===== config.mk =====
export PLATFORM = sky130hd
export DESIGN_NAME = rmrt_div
export DESIGN_NICKNAME = d
export VERILOG_FILES = /design/src/hw/rtl/rmrt_pkg.sv /design/src/hw/rtl/rmrt_div.sv
export SDC_FILE = /design/constraint.sdc
export NUM_CORES = 1
export LEC_CHECK = 0
export ABC_CLOCK_PERIOD_IN_PS = 5200
export BUFFER_PORTS_ARGS = -buffer_cell sky130_fd_sc_hd__buf_4
export CAP_MARGIN = 20
export CORE_UTILIZATION = 55
export DETAILED_ROUTE_END_ITERATION = 12
export GPL_TIMING_DRIVEN = 0
export PLACE_DENSITY = 0.77
export SYNTH_ARGS = -nofsm -noshare
export SYNTH_HDL_FRONTEND = slang
export SYNTH_SLANG_ARGS = --single-unit
export TNS_END_PERCENT = 30

===== constraint.sdc =====
create_clock -name i_clk -period 5.2 [get_ports i_clk]
set_input_delay 0.52 -clock i_clk [delete_from_list [all_inputs] [get_ports i_clk]]
set_output_delay 0.52 -clock i_clk [all_outputs]
set_load 0.01 [all_outputs]

===== src/hw/rtl/rmrt_pkg.sv =====
// Package: constants, types and state codes for the response-time block
package rmrt_pkg;

    localparam int TASK_CAPACITY = 16;
    localparam int ITERATION_CAP = 64;
    localparam int TIME_BITS     = 32;

    localparam int IDX_BITS  = $clog2(TASK_CAPACITY);
    localparam int CNT_BITS  = $clog2(TASK_CAPACITY + 1);
    localparam int ITER_BITS = $clog2(ITERATION_CAP + 1);
    localparam int DCNT_BITS = $clog2(TIME_BITS + 1);

    typedef logic [TIME_BITS-1:0] t_time;

    localparam t_time TIME_MAX = {TIME_BITS{1'b1}};

    typedef struct packed {
        t_time period;
        t_time exec;
        t_time deadline;
    } t_task;

    typedef struct packed {
        logic  done;
        t_time quot;
        logic  rem_nz;
    } t_div_res;

    typedef enum logic [3:0] {
        S_LOAD,
        S_SRD,
        S_SCMP,
        S_SW1,
        S_SW2,
        S_SADV,
        S_ARD,
        S_AINIT,
        S_ISTART,
        S_IRD,
        S_DIVGO,
        S_DIV,
        S_MUL,
        S_ADD,
        S_CHECK,
        S_OUT
    } t_state;

endpackage


===== src/hw/rtl/rmrt_div.sv =====
// Restoring divider, one quotient bit per cycle
module rmrt_div
    import rmrt_pkg::*;
(
    input  logic     i_clk,
    input  logic     i_rst_n,
    input  logic     i_start,
    input  t_time    i_dividend,
    input  t_time    i_divisor,
    output t_div_res o_res
);

    logic [TIME_BITS:0]   r_rem;
    t_time                r_quo;
    logic [DCNT_BITS-1:0] r_cnt;
    logic                 r_busy;
    logic                 r_done;
    t_time                r_dvs;

    logic [TIME_BITS:0] shifted;
    logic [TIME_BITS:0] diff;

    assign shifted = {r_rem[TIME_BITS-1:0], r_quo[TIME_BITS-1]};
    assign diff    = shifted - {1'b0, r_dvs};

    always_ff @(posedge i_clk) begin
        if (!i_rst_n) begin
            r_busy <= 1'b0;
            r_done <= 1'b0;
            r_cnt  <= '0;
        end else begin
            r_done <= 1'b0;
            if (i_start) begin
                r_busy <= 1'b1;
                r_cnt  <= DCNT_BITS'(TIME_BITS);
                r_rem  <= '0;
                r_quo  <= i_dividend;
                r_dvs  <= i_divisor;
            end else if (r_busy) begin
                if (shifted >= {1'b0, r_dvs}) begin
                    r_rem <= diff;
                    r_quo <= {r_quo[TIME_BITS-2:0], 1'b1};
                end else begin
                    r_rem <= shifted;
                    r_quo <= {r_quo[TIME_BITS-2:0], 1'b0};
                end
                r_cnt <= r_cnt - 1'b1;
                if (r_cnt == DCNT_BITS'(1)) begin
                    r_busy <= 1'b0;
                    r_done <= 1'b1;
                end
            end
        end
    end

    assign o_res.done   = r_done;
    assign o_res.quot   = r_quo;
    assign o_res.rem_nz = |r_rem;

endmodule


==> results.md, run 1 <==
* Status: complete, no violations
* Clock Skew at 0.0128 ns
* Initial Utilization at 57.4%
* Worst EP required at 5.32 ns
* Initial antenna violation count at 0
* R2r endpoint: r_rem[20]
* Register area at 3070 sq um
* Total CTS buffers at 9
* Cell Area, Synth at 6000 sq um
* I/O pins at 101
* Htree depth at 3
* Nets at 766
* Setup TNS at 0 ns
* Layout cells sized above 1 at 25.6%
* Hold worst-path end: r_dvs[31]
* First-pass DRT Iterations at 5
* Synthesized net count at 655
* Synth Flop Type: edfxtp_1
* Pint at 0.00155 W
* HPWL after DPL at 9.84 mm
* Fill cell count at 850
* Mean post-synth cell area at 10.9 sq um
* Final hold vios at 0
* CTS tree: built
* Post-cts resize count at 0
* Worst-Skew Late Latency at 0.38 ns
* Static leakage at 2.98 nW
* RSZ-0062 raised after global routing: no
* Reg2reg start: r_rem[16]
* Pins Over Slew Limit at 0
* Total length of routed wires at 13.2 mm
* Maximum clock path buffer count at 2
* Register area share after synthesis at 51.2%
* Clock sinks at 105
* Critical path type: reg2reg
* Hold-critical path depth at 1
* Seq cells post-synth at 105
* Seq pwr share at 46.9%
* Kind of end point of the critical path: register
* Root buffer cell: clkbuf_8
* Largest net degree at the start of global routing at 67
* Clock share of power at 22.4%
* Commonest cells after routing, fill and taps aside: buf_4 (101), edfxtp_1 (97), nand2_1 (62)
* Power Dens Cells at 316 nW/um^2
* Cell variety after synth at 56
* Post-synth ARST share at 0%
* Final Cycle Share at 59.6%
* Yosys warns at 0
* Die area at 11300 sq um
* Post-CTS Setup Bufs at 0
* Die W at 106 um
* Switching share of power at 31.4%
* IO Port Bufs at 99
* Worst-margin pin slew at 0.922 ns
* Vias per inst at 5.68
* Max VDD drop at 227 uV
* Setup violators final at 0
* Syn Inst Count at 553
* Combinational Power Share at 30.7%
* Depth of the worst register-to-register path at 10
* Row count at 37
* FF-to-FF setup slack at 2.10 ns
* Starting DRT DRC Count at 273
* Crit start category: register
* First-pass GRT wire length at 21.6 mm
* Slew Limit Headroom at 38.5%
* Hold_sp: i_divisor[31]
* DRC errors left at 0
* Clk slew on worst S/H paths at 0.10 ns
* Area of the multi-input gates at 2690 sq um
* Via count at 4574
* Gpl congestion at 0.950
* Chip height at 106 um
* Hold Crit Class: in2reg
* Area Overhead vs Synth at 19.0%
* CORE AREA at 10500 sq um
* EDFF count, synth at 97
* Max Clk Rate at 323 MHz
* Switching power at 0.000710 W
* GRT Total Usage at 24.7%
* Crit path max fanout at 10
* Maxcap violations at 0
* Wire length per cell at 16.4 um
* WP data arrival at 3.22 ns
* Most common cell after layout, fill and taps aside: buf_4
* Number of hold buffers added after cts at 0
* Total chip power at 0.00226 W
* GR Overflow Total at 0
* Antenna-violating nets left at 0
* # diodes at 0
* Minimum clock period at 3.10 ns
* Vias in the first global route at 4604
## sequential cells by signal (all words and copies together) (netlist names)
signal / count
r_rem: 33
r_dvs: 32
r_quo: 32
r_cnt: 6
r_busy: 1
r_done: 1
## synthesized netlist by cell type (10+ instances only)
| library cell | n | area, sq um |
|---|---|---|
| nor3_1 | 11 | 55.1 |
| a21o_1 | 12 | 90.1 |
| mux2_2 | 32 | 360 |
| ha_1 | 34 | 425 |
| nor2_1 | 38 | 143 |
| inv_1 | 43 | 161 |
| xnor2_1 | 22 | 193 |
| a211oi_1 | 10 | 75.1 |
| nor4_1 | 11 | 68.8 |
| nand3_1 | 11 | 55.1 |
| a21oi_1 | 52 | 260 |
| edfxtp_1 | 97 | 2910 |
| nand2_1 | 62 | 233 |
| o21ai_0 | 15 | 75.1 |
## how the worst max path moves through the flow
stage	startpoint	end	slack [ns]	cells past startpoint
after floorplan	i_start	r_quo[0]	2.39	2
after global placement	i_start	r_quo[22]	1.56	2
after detailed placement	r_rem[12]	r_rem[28]	2.12	10
after CTS	r_rem[12]	r_rem[28]	2.12	10
after global routing	r_quo[31]	r_rem[20]	1.91	12
final	r_rem[16]	r_rem[20]	2.10	10
## stage by stage
step / worst slack (ns) / cells / hold WS [ns] / area [sq um] / util (%)
finish: 2.10 / 805 / 0.303 / 7150 / 68.3
detailed placement: 2.12 / 789 / 0.496 / 6950 / 66.5
global placement: 1.56 / 788 / 0.475 / 6920 / 66.1
CTS: 2.12 / 805 / 0.283 / 7150 / 68.3
floorplan: 2.39 / 553 / 0.464 / 6000 / -
global route: 1.91 / 805 / 0.276 / 7150 / 68.3
## per-layer routing
layer	track usage (%)	vias up	routed length (um)
met2	40.6	134	6290
li1	-	2244	-
met1	31.0	2171	5830
met4	8.41	0	263
met5	0	-	0
met3	7.66	25	806
## logic make-up after synthesis
family | count (synthesis) | synth area share [%]
and+or+nand+nor | 163 | 12.5
AOI/OAI and AO/OA | 129 | 13.9
DFF | 105 | 51.2
buffers and inverters | 57 | 4.21
muxes | 36 | 6.67
adders and majority gates | 35 | 7.42
xor gates and xnor gates | 28 | 4.08
## worst max-delay path, stage by stage, from the launching register on
cell and delay [ns]:
edfxtp_1 0.48, ha_1 0.40, and4_1 0.23, nand3_1 0.11, nor3_1 0.32, a31o_2 0.26
a21oi_4 0.06, nor2_2 0.34, buf_4 0.28, mux2i_1 0.27, nor2_1 0.07
## power groups by stage
stage	combinational, W	sequential, W	clock [W]
floorplan	0.000495	0.00107	0
global placement	0.000662	0.00108	0
detailed placement	0.000686	0.00108	0
CTS	0.000688	0.00106	0.000517
global route	0.000766	0.00107	0.000546
finish	0.000693	0.00106	0.000505
## cell type report
cell class,instances,area share [%]
Clock buffer,9,1.73
Inverter,43,2.26
Multi-Input combinational cell,391,37.6
Buffer,14,1.28
Clock inverter,7,0.963
Tap cell,136,2.38
Timing Repair Buffer,100,10.8
Sequential cell,105,43.0
Power figures use the tool's default switching activity.
==> run 2: changes to the inputs <==
ABC_CLOCK_PERIOD_IN_PS = 3100   (was 5200)
clock period = 3.1 ns   (was 5.2 ns; I/O delays follow)
==> run 2 against run 1 <==
Effect of this change: die area unchanged; cell area up 0.68%; sequential power up 68%; critical path depth unchanged; worst hold slack worse by 0.21 ns; via count about the same; sequential cell count unchanged; clock power up 68%; fmax up 3.2%; routed wire length up 0.64%; critical path type unchanged; critical endpoint is now r_rem[28]; largest power group unchanged.
==> results.md, run 2 (synthesis gave the netlist of run 1 again) <==
* Htree depth at 3 (unchanged)
* Crit path max fanout at 6 (-4)
* RSZ-0062 raised after global routing: yes
* GR Overflow Total at 0 (unchanged)
* Largest registers: r_rem: 33 flops, r_dvs: 32 flops, r_quo: 32 flops
* Via count at 4578 (+0.087%)
* Switching power at 0.00120 W (+69%)
* Clock share of power at 22.2% (-0.2 points)
* Worst EP required at 3.22 ns (-2.10 ns)
* Commonest cells after routing, fill and taps aside: buf_4 (103), edfxtp_1 (97), nand2_1 (62)
* Slowest stage delay, CP at 0.46 ns (-0.02 ns)
* Final Cycle Share at 96.9% (+37 points)
* First-pass DRT Iterations at 5 (unchanged)
* Max reg flops at 33 (unchanged)
* CP most frequent cell: o21ai_1
* Final design instance area without fill at 7190 sq um (+0.68%)
* Fill cell count at 839 (-1.3%)
* # diodes at 0 (unchanged)
* DRC errors left at 0 (unchanged)
* WP data arrival at 3.13 ns (-0.09 ns)
* Max VDD drop at 380 uV (+68%)
* Kind of end point of the critical path: register
* Root buffer cell: clkbuf_8
* Placed cell area at 6950 sq um (unchanged)
* Seq pwr share at 46.7% (-0.2 points)
* Power Dens Cells at 530 nW/um^2 (+68%)
* Setup TNS at 0 ns (unchanged)
* Maximum clock path buffer count at 2 (unchanged)
* CP cell instances: ha_2 > a21oi_1 > o21ai_1 > o21ba_2 > a211oi_2 > nand2_1 > a221oi_2 > mux2_2 > o21ai_1 > a21oi_2
* Row count at 37 (unchanged)
* Hold Crit Class: in2reg
* Layout cells sized above 1 at 27.1% (+1.6 points)
* HPWL after DPL at 9.84 mm (unchanged)
* Switching share of power at 31.5% (+0.099 points)
* Total CTS buffers at 9 (unchanged)
* Largest net degree at the start of global routing at 67 (unchanged)
* Starting DRT DRC Count at 277 (+1.5%)
* IO Port Bufs at 99 (unchanged)
* Antenna-violating nets left at 0 (unchanged)
* CTS tree: built
* Vias per inst at 5.67 (-0.16%)
* Crit path buffers/inverters at 0 (-1)
* Minimum clock period at 3.00 ns (-0.0953 ns)
* Setup violators final at 0 (unchanged)
* I/O pins at 101 (unchanged)
* Static leakage at 2.98 nW (+0.21%)
* Worst-margin pin slew at 0.925 ns (+0.00228 ns)
* Nets at 768 (+0.26%)
* Worst hold slack at 0.0955 ns (-0.208 ns)
* Crit start category: register
* Status: complete, no violations
* Die W at 106 um (unchanged)
* Chip height at 106 um (unchanged)
* Number of hold buffers added after cts at 0 (unchanged)
* Clock sinks at 105 (unchanged)
* Worst-Skew Late Latency at 0.38 ns (about the same)
* First-pass GRT wire length at 21.6 mm (unchanged)
* Maxcap violations at 0 (unchanged)
* Final hold vios at 0 (unchanged)
* Vias in the first global route at 4604 (unchanged)
* Slew Limit Headroom at 38.4% (-0.15 points)
* Critical path type: reg2reg
* Area Overhead vs Synth at 19.8%
* Crit path max-delay family: compound AO/OA/AOI/OAI gates
* Pins Over Slew Limit at 0 (unchanged)
* Clk slew on worst S/H paths at 0.10 ns (about the same)
* Pint at 0.00261 W (+69%)
* Total length of routed wires at 13.3 mm (+0.64%)
* Gpl congestion at 0.950 (unchanged)
* Max Clk Rate at 333 MHz (+3.2%)
* Clock Skew at 0.0132 ns (+0.000424 ns)
* GRT Total Usage at 24.7% (unchanged)
* Crit-path slowest cell: edfxtp_1
* Initial antenna violation count at 0 (unchanged)
* Wire length per cell at 16.4 um (+0.40%)
* Total chip power at 0.00381 W (+69%)
* Initial Utilization at 57.4% (unchanged)
* Most common cell after layout, fill and taps aside: buf_4
* Die area at 11300 sq um (unchanged)
* Top reg by flops: r_rem
* CORE AREA at 10500 sq um (unchanged)
* Combinational Power Share at 31.1% (+0.4 points)
[run 2: cell count changes in the layout (fill, tap and decap cells not counted), moves of 2 or more]
cell	delta
a21oi_1	-3
a21oi_2	+3
buf_4	+2
ha_1	-4
ha_2	+4
o21ai_0	-2
o21ai_1	+2
[run 2: layout make-up]
| cell class | instances | area, sq um | area share (%) |
|---|---|---|---|
| flip-flops and latches | 105 | 3070 | 42.7 |
| multi-input cells | 391 | 2720 | 37.8 |
| repair buffers | 102 | 786 | 10.9 |
| well taps | 136 | 170 | 2.37 |
| inverters | 43 | 161 | 2.24 |
| clock buffers | 9 | 124 | 1.72 |
| plain buffers | 14 | 91.3 | 1.27 |
| clock inverters | 7 | 68.8 | 0.957 |
[run 2: layer usage]
metal / vias to the layer above / wire (um) / part of all wire, % / track usage, %
met3: 23 / 901 / 6.8 / 7.66
met5: - / 0 / 0 / 0
met1: 2159 / 5790 / 44 / 31.0
met4: 0 / 254 / 1.9 / 8.41
met2: 150 / 6330 / 48 / 40.6
li1: 2246 / - / - / -
[run 2: what timing repair did]
action,in CTS,in global routing
setup endpoints to repair,0,18
setup buffers,0,2
resized for setup,0,12
endpoints found under the hold margin,0,0
[run 2: power by group through the flow]
stage	combinational (W)	clock [W]	sequential [W]
finish	0.00119	0.000848	0.00178
detailed placement	0.00115	0	0.00181
global route	0.00131	0.000916	0.00179
CTS	0.00115	0.000866	0.00178
floorplan	0.000830	0	0.00180
global placement	0.00111	0	0.00181
[run 2: final timing paths]
check                                    from         to  slack (ns)  cells after the start
worst max-delay path                r_rem[12]  r_rem[28]         0.1                     10
worst min-delay path            i_divisor[31]  r_dvs[31]         0.1                      1
worst max register to register      r_rem[12]  r_rem[28]         0.1                     10
worst min register to register       r_cnt[1]   r_cnt[1]        0.51                      2
[run 2: stage by stage]
stage,util [%],instances,setup WS [ns]
after floorplan,-,553,0.414
after global placement,66.1,788,-0.328
after detailed placement,66.5,789,0.0205
after CTS,68.3,805,0.0196
after global routing,68.8,807,-0.0425
final,68.8,807,0.0955
==> run 3: changes to the inputs <==
ABC_CLOCK_PERIOD_IN_PS = 2400   (was 3100)
CORE_UTILIZATION = 51   (was 55)
HOLD_SLACK_MARGIN = 0.1   (was unset)
PLACE_DENSITY = 0.75   (was 0.77)
RECOVER_POWER = 25   (was unset)
clock period = 2.4 ns   (was 3.1 ns; I/O delays follow)
==> run 3 against run 2 <==
Effect of this change: the run now ends with setup timing left; register-to-register slack lost 0.51 ns; sequential share of layout area decreased by 7.8 points; power grew 61%; largest cell class is now multi-input combinational cells; largest power group unchanged.
==> results.md, run 3 (synthesis gave the netlist of run 1 again) <==
* Worst-margin pin slew at 0.954 ns (+0.0295 ns)
* Final Cycle Share at 117% (+20 points)
* CTS tree: built
* Hold Crit Class: in2reg
* GRT Total Usage at 26.7% (+2.0 points)
* R2r endpoint: r_rem[20]
* Reg2reg start: r_rem[23]
* Antenna-violating nets left at 0 (unchanged)
* Starting DRT DRC Count at 410 (+48%)
* Crit path max fanout at 10 (+4)
* Nets at 852 (+11%)
* Row count at 39 (+5.4%)
* Kind of end point of the critical path: register
* I/O pins at 101 (unchanged)
* FF-to-FF setup slack at -0.41 ns (-0.51 ns)
* M1 wire length at 6.51 mm (+13%)
* Fill cell count at 696 (-17%)
* Htree depth at 3 (unchanged)
* CORE AREA at 11500 sq um (+9.6%)
* Final design instance area without fill at 8800 sq um (+22%)
* Depth of the worst register-to-register path at 10 (unchanged)
* Metal2 WL at 8.67 mm (+37%)
* Crit start category: register
* Max reg flops at 33 (unchanged)
* Max Clk Rate at 356 MHz (+6.9%)
* RSZ-0062 raised after global routing: yes
* Top routing layer used: met4
* Layout cells sized above 1 at 45.3% (+18 points)
* Vias in the first global route at 5319 (+16%)
* Wire length per cell at 18.7 um (+14%)
* Worst EP required at 2.49 ns (-0.73 ns)
* Top reg by flops: r_rem
* Largest registers: r_rem: 33 flops, r_dvs: 32 flops, r_quo: 32 flops
* Worst-Skew Late Latency at 0.37 ns (about the same)
* Slowest stage delay, CP at 0.44 ns (-0.02 ns)
* Chip height at 111 um (+3.8%)
* Die area at 12200 sq um (+7.7%)
* Crit path from: r_rem[23]
* Clk slew on worst S/H paths at 0.08 ns (-0.02 ns)
* Placed cell area at 7190 sq um (+3.3%)
* First-pass DRT Iterations at 5 (unchanged)
* Most common cell after layout, fill and taps aside: buf_4
* IO Port Bufs at 99 (unchanged)
* DRC errors left at 0 (unchanged)
* Slew Limit Headroom at 36.4% (-2.0 points)
* Met3 WL at 1.24 mm (+38%)
* Final hold vios at 0 (unchanged)
* Status: complete, but fails checks
* First-pass GRT wire length at 25.9 mm (+20%)
* Crit-path slowest cell: edfxtp_1
* Clock sinks at 105 (unchanged)
* Maximum clock path buffer count at 2 (unchanged)
* Vias per inst at 5.75 (+1.3%)
* Area Overhead vs Synth at 46.6%
* # diodes at 0 (unchanged)
* Gpl congestion at 0.893 (-6.0%)
* Minimum clock period at 2.81 ns (-0.193 ns)
* Setup violators final at 34 (+34)
* Commonest cells after routing, fill and taps aside: buf_4 (114), edfxtp_1 (97), nand2_1 (43)
* Final setup margin at -0.411 ns (-0.507 ns)
* Root buffer cell: clkbuf_16
* Via count at 5160 (+13%)
* Initial antenna violation count at 0 (unchanged)
* Die W at 111 um (+3.8%)
* Pre-CTS setup slack at -0.499 ns (-0.519 ns)
* HPWL after DPL at 10.3 mm (+4.2%)
* Max VDD drop at 652 uV (+72%)
* GR Overflow Total at 0 (unchanged)
* Maxcap violations at 0 (unchanged)
* Total CTS buffers at 9 (unchanged)
* Power Dens Cells at 698 nW/um^2 (+32%)
* Largest net degree at the start of global routing at 67 (unchanged)
* Static leakage at 3.52 nW (+18%)
* Critical path type: reg2reg
* WP data arrival at 2.90 ns (-0.23 ns)
* Clock Skew at 0.0164 ns (+0.00313 ns)
* Pins Over Slew Limit at 0 (unchanged)
* Failing checks: setup timing
* Total length of routed wires at 16.8 mm (+26%)
* Initial Utilization at 52.4% (-5.0 points)
* CP cell instances: ha_2 > nand3_1 > nor4_2 > a31o_2 > a21oi_4 > buf_6 > nor2_4 > buf_8 > mux2i_1 > nor2_1
* Critical Path Sink: r_rem[20]
[run 3: where the power goes]
| group | internal, W | leakage (nW) | total [W] | switching, W |
|---|---|---|---|---|
| clock | 0.000783 | 0.148 | 0.00151 | 0.000729 |
| sequential | 0.00220 | 0.994 | 0.00232 | 0.000114 |
| combinational | 0.00116 | 2.38 | 0.00231 | 0.00115 |
| total | 0.00415 | 3.52 | 0.00614 | 0.00199 |
[run 3: stage by stage]
stage          util, %  power [W]  std cells  hold slack (ns)  setup TNS (ns)
2_1_floorplan        -    0.00350        553            0.339           -1.78
3_3_place_gp      62.4    0.00389        795            0.418          -12.25
3_5_place_dp      62.7    0.00394        796            0.419          -13.57
4_1_cts           73.3    0.00582        881            0.155           -5.61
5_1_grt           76.8    0.00638        898            0.168          -13.18
6_report          76.8    0.00614        898            0.160          -11.22
[run 3: final cells by class]
class,instances,area [sq um],share of cell area [%]
well taps,143,179,2.03
multi-input cells,391,3400,38.6
repair buffers,186,1560,17.7
clock buffers,11,254,2.89
clock inverters,5,47.5,0.540
inverters,43,161,1.83
flip-flops and latches,105,3070,34.9
plain buffers,14,130,1.48
[run 3: repair_timing]
action | CTS | global route
gates cloned | 3 | 0
hold buffers | 32 | 0
endpoints found under the hold margin | 32 | 0
pin swaps | 46 | 40
setup buffers | 34 | 18
gates resized for setup | 73 | 65
setup endpoints to repair | 34 | 35
[run 3: worst min path at each step]
| stage | cells after the start | to | start |
|---|---|---|---|
| floorplan | 0 | r_dvs[0] | i_divisor[0] |
| global placement | 1 | r_dvs[17] | i_divisor[17] |
| detailed placement | 1 | r_dvs[22] | i_divisor[22] |
| CTS | 2 | r_cnt[5] | i_rst_n |
| global route | 2 | r_quo[22] | i_dividend[22] |
| finish | 3 | r_quo[0] | i_dividend[0] |
[run 3: layer usage]
metal  track usage [%]  up-vias
met5                 0        -
met3              7.24       34
met1              32.3     2465
met4              9.60        0
met2              45.7      242
li1                  -     2419
[run 3: critical path: cells and delay by family, from the launching register on]
family	cells	cell delay, ns
AO/OA/AOI/OAI	2	0.30
buffers and inverters	2	0.34
adder cells (fa/ha/maj)	1	0.43
multiplexers	1	0.21
flip-flops	1	0.44
AND/OR/NAND/NOR	4	0.82
